<file path="src/rtl/spor_pkg.sv">
// Shared types and widths for the sphere pair overlap resolver.
package spor_pkg;

  // Axis components are exact 33 bit differences of Q16.16 coordinates
  localparam int unsigned AxW   = 33;
  localparam int unsigned SqW   = 2 * AxW;       // one squared component
  localparam int unsigned SsW   = SqW + 2;       // sum of three squares
  localparam int unsigned RootW = 37;            // floor root of the sum
  localparam int unsigned RadW  = 2 * RootW;     // radicand, padded to root pairs
  localparam int unsigned SrW   = RootW + 3;     // root remainder
  localparam int unsigned RsW   = 32;            // sum of radii
  localparam int unsigned OvW   = 32;            // positive overlap
  localparam int unsigned DenW  = RootW + 1;     // twice the distance
  localparam int unsigned PrW   = AxW + OvW;     // |axis| * overlap
  localparam int unsigned QW    = 32;            // push magnitude
  localparam int unsigned DrW   = DenW + 1;      // divider remainder
  localparam int unsigned Lanes = 3;
  localparam int unsigned PushW = 32;

  // Geometry carried along the front pipeline
  typedef struct packed {
    logic [Lanes-1:0][AxW-1:0] axis;
    logic [RsW-1:0]            rsum;
  } geo_t;

  // Classified item handed from front to back
  typedef struct packed {
    logic [Lanes-1:0][AxW-1:0] axis;
    logic [OvW-1:0]            ov;
    logic [DenW-1:0]           den;
    logic                      hit;
    logic                      nz;
  } job_t;

  // Finished result
  typedef struct packed {
    logic [Lanes-1:0][PushW-1:0] push;
    logic                        hit;
  } res_t;

  // Magnitude of a 33 bit two's complement value (fits in 33 bits unsigned)
  function automatic logic [AxW-1:0] mag33(input logic [AxW-1:0] a);
    mag33 = a[AxW-1] ? (~a + AxW'(1)) : a;
  endfunction

endpackage

</file>
<file path="src/rtl/spor_fifo.sv">
// Short queue of classified items between front and back.
module spor_fifo
  import spor_pkg::*;
#(
  parameter int unsigned DEPTH = 4
) (
  input  logic clk_i,
  input  logic rst_ni,
  input  logic push_i,
  input  job_t job_i,
  output logic full_o,
  input  logic pop_i,
  output logic empty_o,
  output job_t job_o
);

  localparam int unsigned AW = (DEPTH > 1) ? $clog2(DEPTH) : 1;
  localparam int unsigned CW = $clog2(DEPTH + 1);

  job_t          mem_q [DEPTH];
  logic [AW-1:0] wr_q, rd_q;
  logic [CW-1:0] cnt_q;

  assign full_o  = cnt_q == CW'(DEPTH);
  assign empty_o = cnt_q == '0;
  assign job_o   = mem_q[rd_q];

  // pointers and fill count
  always_ff @(posedge clk_i or negedge rst_ni) begin
    if (!rst_ni) begin
      wr_q  <= '0;
      rd_q  <= '0;
      cnt_q <= '0;
    end else begin
      if (push_i) begin
        wr_q <= (wr_q == AW'(DEPTH - 1)) ? '0 : wr_q + AW'(1);
      end
      if (pop_i) begin
        rd_q <= (rd_q == AW'(DEPTH - 1)) ? '0 : rd_q + AW'(1);
      end
      if (push_i && !pop_i) begin
        cnt_q <= cnt_q + CW'(1);
      end else if (pop_i && !push_i) begin
        cnt_q <= cnt_q - CW'(1);
      end
    end
  end

  // storage
  always_ff @(posedge clk_i) begin
    if (push_i) begin
      mem_q[wr_q] <= job_i;
    end
  end

endmodule

</file>
<file path="config.mk">
export PLATFORM = sky130hd
export DESIGN_NAME = spor_fifo
export DESIGN_NICKNAME = d
export VERILOG_FILES = /design/src/rtl/spor_pkg.sv /design/src/rtl/spor_fifo.sv
export SDC_FILE = /design/constraint.sdc
export NUM_CORES = 1
export LEC_CHECK = 0
export BUFFER_PORTS_ARGS = -buffer_cell sky130_fd_sc_hd__clkbuf_2
export CAP_MARGIN = 20
export CORE_ASPECT_RATIO = 2
export CORE_MARGIN = 2
export CORE_UTILIZATION = 31
export CTS_BUF_LIST = sky130_fd_sc_hd__clkbuf_4
export CTS_CLUSTER_SIZE = 12
export DETAILED_ROUTE_END_ITERATION = 8
export SKIP_LAST_GASP = 1
export SYNTH_ARGS = -nofsm -noshare
export SYNTH_HDL_FRONTEND = slang
export SYNTH_SLANG_ARGS = --single-unit
</file>
<file path="constraint.sdc">
create_clock -name clk_i -period 10.9 [get_ports clk_i]
set_input_delay 0.545 -clock clk_i [delete_from_list [all_inputs] [get_ports clk_i]]
set_output_delay 0.545 -clock clk_i [all_outputs]
set_load 0.005 [all_outputs]
</file>
==> results.toml, run 1 <==
[finish]
nets = 1765
layoutNonFillerInstCount = 2737
syn2layout_area_growth_pct = 26.3
post_route_cells_drive_above_1_share_pct = 45.9
final_core_util_pct = 39.5

[routing]
avgRoutedWirePerCell_microns = 19.1
drtAntennaViolNets = 0
route.detailed.vias_per_inst = 4.50
drt_pass1_iterations = 4
route.detailed.drc = 0
totalWireLength_microns = 52400
dr_total_vias = 12300
drt_iter0_drc = 522

[worst_setup_path]
number_of_cell_instances_on_the_worst_register_to_register_path = 4
timing.setup.critical_path_class = "register to primary output"
worst_r2r_endpoint = "mem_q[3][161]"
maximum_net_fanout_on_the_critical_path = 94
start_kind = "register"
reg2reg_from = "wr_q[0]"
setup.worst_path.end = "job_o[170]"
reg2reg_slack_ps = 8000
setup.worst_path.start = "rd_q[0]"
timing.critical_path.required_ps = 10360
cp_data_arrival_time_ps = 3610
timing.critical_path.to_type = "primary output"

[power]
maximum_vdd_drop_mv = 0.166
static-leakage-power_uw = 0.0110
power_density_nw_per_um2 = 239

[die]
dieHeight_microns = 406
floorplan.core_area_sq_um = 80200
chipWidth_microns = 205
initial_cell_density_of_the_core_pct = 31.3
design.die.area_sq_um = 83400
floorplan.io_pins = 348
rows = 147

[placement]
post-place-cells = 2297
hpwlAfterDp_microns = 31400
place.gp.congestion = 0.699
place.port_buffers = 347

[synth]
synth-seq-cells = 691
postSynthCellCount = 930
synth_warnings = 0
synth_area_per_cell_sq_um = 27.0
postSynthNetCount = 1112
netlist_area_sq_um = 25100
synth_cell_types = 18
yosysSeqAreaShare_pct = 82.5

[sta]
finalCritPeriodShare_pct = 38.1
setup_viol_count_final = 0
grt_setup_unrepaired = "no"
fmaxAchievable_mhz = 241
sum_neg_setup_slack_ps = 0
finalHoldViolCount = 0
finalClockSkew_ps = 48.4
timing_worst_slew_pin_value_ps = 1040
fin_crit_ps = 4160
final-max-slew-violation-count = 0
max-slew-margin-rel_pct = 30.8

[cts]
cts.reportedPaths.clkPinSlew_ps = 70
clock-root-buffer = "clkbuf_4"
clock_sink_count = 691
cts-root-to-sink-buffers = 3
insertion_delay_ps = 1020
cts_made_buffers = 152
cts_tree = "done"
cts_htree_levels = 4
cts_post_setup_buffers_inserted = 0

[global_routing]
groute.usage.overall_pct = 12.8
grt_first_pass_wirelength_microns = 79300
antenna_found_initial = 12
global_route.overflow_total = 0
first_global_vias = 14200
pin_count_of_the_biggest_net_entering_global_routing = 95

[outcome]
outcome = "completed"

[worst_hold_path]
timing.hold.worst.class = "input pin to register"

[flow_run]
maxCapViolations = 0
through the flow:
stage          setup slack, ps  power, uW  instance area, sq um  hold slack, ps
6_report                  6740       7590                 31700             291
4_1_cts                   6360       7790                 31700            36.9
3_3_place_gp              7630       5650                 28000             394
5_1_grt                   6310       8030                 31700             129
2_1_floorplan             5830       4900                 25100             249
3_5_place_dp              7630       5680                 28000             398
cell type report:
class,count,area (sq um)
inverter,4,15.0
fill,7301,48500
clock buffer,211,1580
sequential,691,20700
timing repair buffer,537,3610
multi-input combinational,197,4080
clock inverter,50,380
antenna,4,10.0
tap,1043,1310
metal layers:
metal	up-vias	GRT usage, %	part of all wire [%]
met5	-	0	0.20
met1	6262	13.0	36
li1	5456	-	-
met2	448	22.4	52
met3	139	5.19	7.9
met4	16	6.75	3.6
synthesized netlist by cell type:
cell | n | area share [%]
and2_1 | 4 | 0.10
buf_2 | 19 | 0.38
buf_4 | 2 | 0.060
buf_6 | 17 | 0.76
dfrtp_1 | 7 | 0.70
edfxtp_1 | 684 | 82
fa_1 | 1 | 0.080
ha_1 | 6 | 0.30
inv_1 | 4 | 0.060
mux2_2 | 3 | 0.13
mux4_2 | 171 | 15
nand2_1 | 2 | 0.030
nor2_1 | 3 | 0.045
nor3_1 | 1 | 0.020
nor3b_1 | 1 | 0.030
o21ai_0 | 2 | 0.040
xnor2_1 | 1 | 0.035
xor2_1 | 2 | 0.070
flip-flops by register name, summed over array words and instances, names as in the netlist:
| signal | count |
|---|---|
| cnt_q | 3 |
| mem_q | 684 |
| rd_q | 2 |
| wr_q | 2 |
critical path: stages (launching register included):
cell	delay [ps]
dfrtp_4	990
buf_12	580
mux4_2	650
clkbuf_2	140
cell usage in the layout (no fill, tap or decap), drive strengths merged:
| cell | instances |
|---|---|
| nor3b | 1 |
| buf | 15 |
| nor2 | 3 |
| nand2 | 2 |
| clkbuf | 558 |
| ha | 6 |
| xnor2 | 1 |
| xor2 | 2 |
| o21ai | 2 |
| dfrtp | 7 |
| inv | 6 |
| mux4 | 171 |
| diode | 4 |
| clkinvlp | 4 |
| bufinv | 6 |
| dlygate4sd3 | 175 |
| nor3 | 1 |
| fa | 1 |
| clkinv | 38 |
| edfxtp | 684 |
| mux2 | 3 |
| and2 | 4 |
cells by family after synthesis:
family | share of synthesized area (%)
buffers and inverters | 1.26
flip-flops | 82.5
multiplexers | 15.5
adder cells (fa/ha/maj) | 0.379
AO/OA/AOI/OAI | 0.0399
XOR/XNOR | 0.105
AND/OR/NAND/NOR | 0.224
power by group:
part	switching (uW)	internal [uW]	leakage, uW
Sequential	180	3400	0.00636
Combinational	1010	1000	0.00345
Clock	961	1040	0.00115
worst min-delay path by stage:
| stage | startpoint | endpoint | depth (start not counted) |
|---|---|---|---|
| 2_1_floorplan | rst_ni | cnt_q[0] | 0 |
| 5_1_grt | job_i[55] | mem_q[0][55] | 2 |
| 3_5_place_dp | rst_ni | cnt_q[2] | 1 |
| 4_1_cts | job_i[168] | mem_q[2][168] | 2 |
| 6_report | job_i[122] | mem_q[0][122] | 2 |
| 3_3_place_gp | rst_ni | cnt_q[1] | 1 |
timing repair:
action                                  in CTS  in global routing
endpoints found under the setup margin       0                  0
resized for setup                            0                  0
endpoints found under the hold margin      698                  0
hold buffers                               175                  0
No activity file was read; power rests on OpenSTA's default activity.
==> run 2, diff against run 1 <==
Settings changed: ABC_AREA set to 1.
Clock period 10.9 ns to 4.36 ns, I/O delays scaled along.
==> results.toml, run 2 <==
[outcome]
outcome = "completed"

[synth]
synthTopCellsByCount = "edfxtp_1 (684), nand2_1 (528), inv_1 (353), o211ai_1 (342), buf_6 (53)"
synth_top_area_share_pct = 74.3
postSynthCellCount = 2046
synth_flop_cell = "edfxtp_1"
yosysSeqAreaShare_pct = 74.9
postSynthNetCount = 2228
most_common_cell_in_the_synthesized_netlist = "edfxtp_1"
synth_warnings = 0
synth_enable_flop_cells = 684
post_synth_main_area_contributors = "edfxtp_1 (74%), o211ai_1 (9.3%), nand2_1 (7.2%)"
netlist_area_sq_um = 27700
synthArstFlopShare_pct = 1.01
synth_largest_area_cell = "edfxtp_1"
synth_area_per_cell_sq_um = 13.5
synth_cell_types = 20
synth-seq-cells = 691

[cts]
insertion_delay_ps = 970
cts.reportedPaths.clkPinSlew_ps = 70
cts_htree_levels = 4
cts-root-to-sink-buffers = 3
clock_sink_count = 691
postCtsResizedCells = 0
clock-root-buffer = "clkbuf_4"
cts_tree = "done"
cts_made_buffers = 163

[sta]
fmaxAchievable_mhz = 293
hold_ws_ps = 127
finalClockSkew_ps = 58.4
max-slew-margin-rel_pct = 19.2
setup_viol_count_final = 0
fin_crit_ps = 3410
final-max-slew-violation-count = 0
timing_worst_slew_pin_value_ps = 1210
grt_setup_unrepaired = "no"
finalCritPeriodShare_pct = 78.2
finalHoldViolCount = 0
sum_neg_setup_slack_ps = 0

[finish]
post_route_cells_drive_above_1_share_pct = 21.2
largest-register = "mem_q"
largestRegisters = "mem_q: 684 flops, cnt_q: 3 flops"
nets = 2989
layoutNonFillerInstCount = 4109
syn2layout_area_growth_pct = 29.4
largest_register_ff_count = 684
mostFrequentLayoutCell = "edfxtp_1"
fillCellCount = 8422
final_cell_mix = "edfxtp_1 (684), nand2_1 (528), inv_1 (349), clkbuf_2 (347), dlygate4sd3_1 (343)"

[routing]
route.detailed.vias_per_inst = 4.43
route.detailed.drc = 0
totalWireLength_microns = 65500
drtAntennaViolNets = 0
drt_pass1_iterations = 5
avgRoutedWirePerCell_microns = 16.0
drt_iter0_drc = 1265
dr_total_vias = 18200

[worst_setup_path]
maximum_net_fanout_on_the_critical_path = 285
reg2reg_slack_ps = 2350
timing.critical_path.to_type = "primary output"
cp_data_arrival_time_ps = 3190
setup.worst_path.end = "job_o[55]"
reg2reg_from = "wr_q[0]"
setup.worst_path.start = "rd_q[0]"
number_of_cell_instances_on_the_worst_register_to_register_path = 5
timing.critical_path.required_ps = 4140
timing.setup.critical_path_class = "register to primary output"
worst_r2r_endpoint = "mem_q[0][63]"
start_kind = "register"

[die]
rows = 155
initial_cell_density_of_the_core_pct = 31.1
design.die.area_sq_um = 91700
floorplan.io_pins = 348
floorplan.core_area_sq_um = 88800
dieHeight_microns = 426
chipWidth_microns = 215

[placement]
hpwlAfterDp_microns = 36200
post-place-cells = 3476
place.port_buffers = 347
place.gp.congestion = 0.764

[worst_hold_path]
timing.hold.worst.class = "input pin to register"

[power]
maximum_vdd_drop_mv = 0.472
power_density_nw_per_um2 = 567
static-leakage-power_uw = 0.0145

[global_routing]
antenna_found_initial = 13
pin_count_of_the_biggest_net_entering_global_routing = 286
groute.usage.overall_pct = 14.2
first_global_vias = 18100
global_route.overflow_total = 0
grt_first_pass_wirelength_microns = 102000

[flow_run]
maxCapViolations = 0
run 2: worst max-delay path, stage by stage, from the launching register on:
cell and delay, ps:
dfrtp_1 510, inv_16 620, buf_4 510, nand2_1 100
o211ai_1 100, nand2_1 110, clkbuf_2 140
run 2: cell type report:
type | count | area [sq um] | share of cell area, %
Multi-Input combinational cell | 888 | 4700 | 13.1
Clock buffer | 236 | 1770 | 4.95
Sequential cell | 691 | 20700 | 57.9
Timing Repair Buffer | 708 | 5440 | 15.2
Inverter | 355 | 1370 | 3.83
Antenna cell | 4 | 10.0 | 0.0280
Tap cell | 1177 | 1470 | 4.12
Clock inverter | 50 | 294 | 0.822
run 2: power breakdown:
group | internal (uW) | switching [uW]
Combinational | 2180 | 4240
Sequential | 8510 | 246
Clock | 2660 | 2460
Total | 13400 | 6950
run 2: through the flow:
step | power [uW] | area [sq um] | utilization (%) | worst slack, ps
detailed placement | 15100 | 30300 | 34.1 | 1950
CTS | 20500 | 35800 | 40.3 | 856
finish | 20300 | 35800 | 40.3 | 949
floorplan | 12800 | 27700 | - | 711
global route | 21600 | 35800 | 40.3 | 664
global placement | 15000 | 30300 | 34.1 | 2000
run 2: per-layer routing:
metal,up-vias,global-route usage [%],part of all wire (%)
li1,8850,-,-
met1,8534,18.4,44
met2,690,21.5,44
met3,116,6.08,11
met4,20,4.49,1.7
met5,-,0,0.18
run 2: worst min path at each step:
stage	from	end	cells past startpoint
after floorplan	rst_ni	cnt_q[0]	0
after global placement	rst_ni	cnt_q[0]	1
after detailed placement	rst_ni	cnt_q[0]	1
after CTS	job_i[107]	mem_q[2][107]	2
after global routing	job_i[103]	mem_q[2][103]	2
final	job_i[144]	mem_q[1][144]	2
run 2: kinds of logic after synthesis:
| logic type | after synthesis | synth area share (%) |
|---|---|---|
| buffers and inverters | 467 | 8.08 |
| AO/OA/AOI/OAI | 346 | 9.36 |
| adder cells (fa/ha/maj) | 7 | 0.344 |
| AND/OR/NAND/NOR | 534 | 7.27 |
| XOR/XNOR | 1 | 0.0317 |
| flip-flops | 691 | 74.9 |
run 2: what timing repair did:
action,4_1_cts,5_1_grt
hold buffers,343,0
buffers inserted,0,0
hold endpoints to repair,698,0
==> run 3, diff against run 2 <==
Settings changed: ABC_AREA 1 to 0.
Clock period 4.36 ns to 2.95 ns, I/O delays scaled along.
==> results.toml, run 3 (same netlist as run 1, synthesis figures left out) <==
[outcome]
outcome = "completed"

[routing]
drt_pass1_iterations = 5
route.detailed.vias_per_inst = 4.49
drt_iter0_drc = 560
dr_total_vias = 13300
route.detailed.drc = 0
drtAntennaViolNets = 0
avgRoutedWirePerCell_microns = 20.0
totalWireLength_microns = 59100

[sta]
finalCritPeriodShare_pct = 94.4
final-max-slew-violation-count = 0
hold_ws_ps = 205
finalHoldViolCount = 0
fmaxAchievable_mhz = 359
grt_setup_unrepaired = "yes"
fin_crit_ps = 2790
max-slew-margin-rel_pct = 54.4
timing_worst_slew_pin_value_ps = 684
sum_neg_setup_slack_ps = 0
setup_slack_ps = 165
setup_viol_count_final = 0
finalClockSkew_ps = 39.9

[worst_setup_path]
timing.critical_path.slowest_cell_delay_ps = 530
maximum_net_fanout_on_the_critical_path = 13
cell_family_contributing_the_most_delay_on_the_critical_path = "buffers and inverters"
timing.critical_path.depth = 5
timing.critical_path.to_type = "primary output"
number_of_cell_instances_on_the_worst_register_to_register_path = 4
start_kind = "register"
timing.setup.critical_path_class = "register to primary output"
cp_data_arrival_time_ps = 2640
timing.critical_path.required_ps = 2800
cp.buffers_inverters = 4
slowest_stage = "mux4_2"
critPathMostFrequentCell = "buf_16"
timing.critical_path.cells = "buf_12 > buf_16 > buf_16 > mux4_2 > clkbuf_2"

[die]
design.die.area_sq_um = 83400
chipWidth_microns = 205
floorplan.io_pins = 348
initial_cell_density_of_the_core_pct = 31.3
rows = 147
dieHeight_microns = 406
floorplan.core_area_sq_um = 80200

[placement]
post-place-cells = 2326
hpwlAfterDp_microns = 35400
place.gp.congestion = 0.704
post-place-ws_ps = 869
place.port_buffers = 347

[finish]
final_cell_mix = "edfxtp_1 (684), dlygate4sd3_1 (348), clkbuf_2 (347), clkbuf_4 (210), mux4_2 (171)"
fillCellCount = 7024
syn2layout_area_growth_pct = 36.2
mostFrequentLayoutCell = "edfxtp_1"
multi_input_comb_area_sq_um = 4080
largestRegisters = "mem_q: 684 flops, cnt_q: 3 flops"
layout.area.seq_sq_um = 20700
nets = 1983
post_route_cells_drive_above_1_share_pct = 42.4
final_core_util_pct = 42.6
largest-register = "mem_q"
largest_register_ff_count = 684
layoutNonFillerInstCount = 2960

[power]
switching_share_pct = 28.7
clockPowerShare_pct = 24.8
static-leakage-power_uw = 0.0120
power_density_nw_per_um2 = 861
netSwitchingPower_uw = 8460
power.share.combinational_pct = 31.3
maximum_vdd_drop_mv = 0.549
pwr-share-seq_pct = 43.9
power_report.internal_total_uw = 21000

[global_routing]
first_global_vias = 15100
groute.usage.overall_pct = 14.4
grt_first_pass_wirelength_microns = 88400
antenna_found_initial = 9
global_route.overflow_total = 0
pin_count_of_the_biggest_net_entering_global_routing = 54

[cts]
clock_sink_count = 691
cts_made_buffers = 155
cts_tree = "done"
cts_htree_levels = 4
clock-root-buffer = "clkbuf_4"
cts-root-to-sink-buffers = 3
insertion_delay_ps = 950
cts.reportedPaths.clkPinSlew_ps = 70

[worst_hold_path]
timing.hold.worst.class = "input pin to asynchronous set/reset pin"

[flow_run]
maxCapViolations = 0
## run 3: power by group through the flow
stage          Combinational [uW]  Clock [uW]  Sequential, uW
2_1_floorplan                4850           0           13000
3_5_place_dp                 8370           0           13300
3_3_place_gp                 8340           0           13200
6_report                     9220        7310           12900
4_1_cts                      9560        7660           12900
5_1_grt                     10000        8080           13000
## run 3: area by class of cell
cell class	instances	share of cell area, %
flip-flops and latches	691	60.6
repair buffers	752	17.9
multi-input cells	197	11.9
clock buffers	210	4.61
well taps	1043	3.82
clock inverters	56	1.03
diodes	7	0.0512
inverters	4	0.0439
## run 3: routing by layer
layer / GRT usage (%) / part of all wire [%]
met1: 14.6 / 35
met2: 27.0 / 56
met3: 4.82 / 6.4
met4: 5.53 / 2.5
met5: 0 / 0.12
## run 3: timing repair
item                                    CTS  global route
buffers inserted                          8             1
endpoints found under the setup margin  154            32
resized for setup                        13             2
hold buffers                            348             0
cloned                                    4             0
endpoints found under the hold margin   866             0
## run 3: path summary, 6_finish.rpt
check                              start  slack, ps       endpoint
worst max-delay path             rd_q[0]        160     job_o[117]
worst min-delay path              rst_ni        210        rd_q[0]
worst max register to register   wr_q[0]        900  mem_q[2][136]
worst min register to register  cnt_q[2]        510       cnt_q[2]
max in group asynchronous         rst_ni       2460        rd_q[1]
min in group clk_i                 pop_i        240       cnt_q[0]
## run 3: stage by stage
step / total power [uW] / instance area, sq um
2_1_floorplan: 17900 / 25100
6_report: 29400 / 34200
3_3_place_gp: 21500 / 28400
4_1_cts: 30100 / 34200
3_5_place_dp: 21600 / 28400
5_1_grt: 31100 / 34200
## run 3: tightest hold or removal path: stages
cell	delay, ps
dlygate4sd3_1	550
clkbuf_2	120
dlygate4sd3_1	760
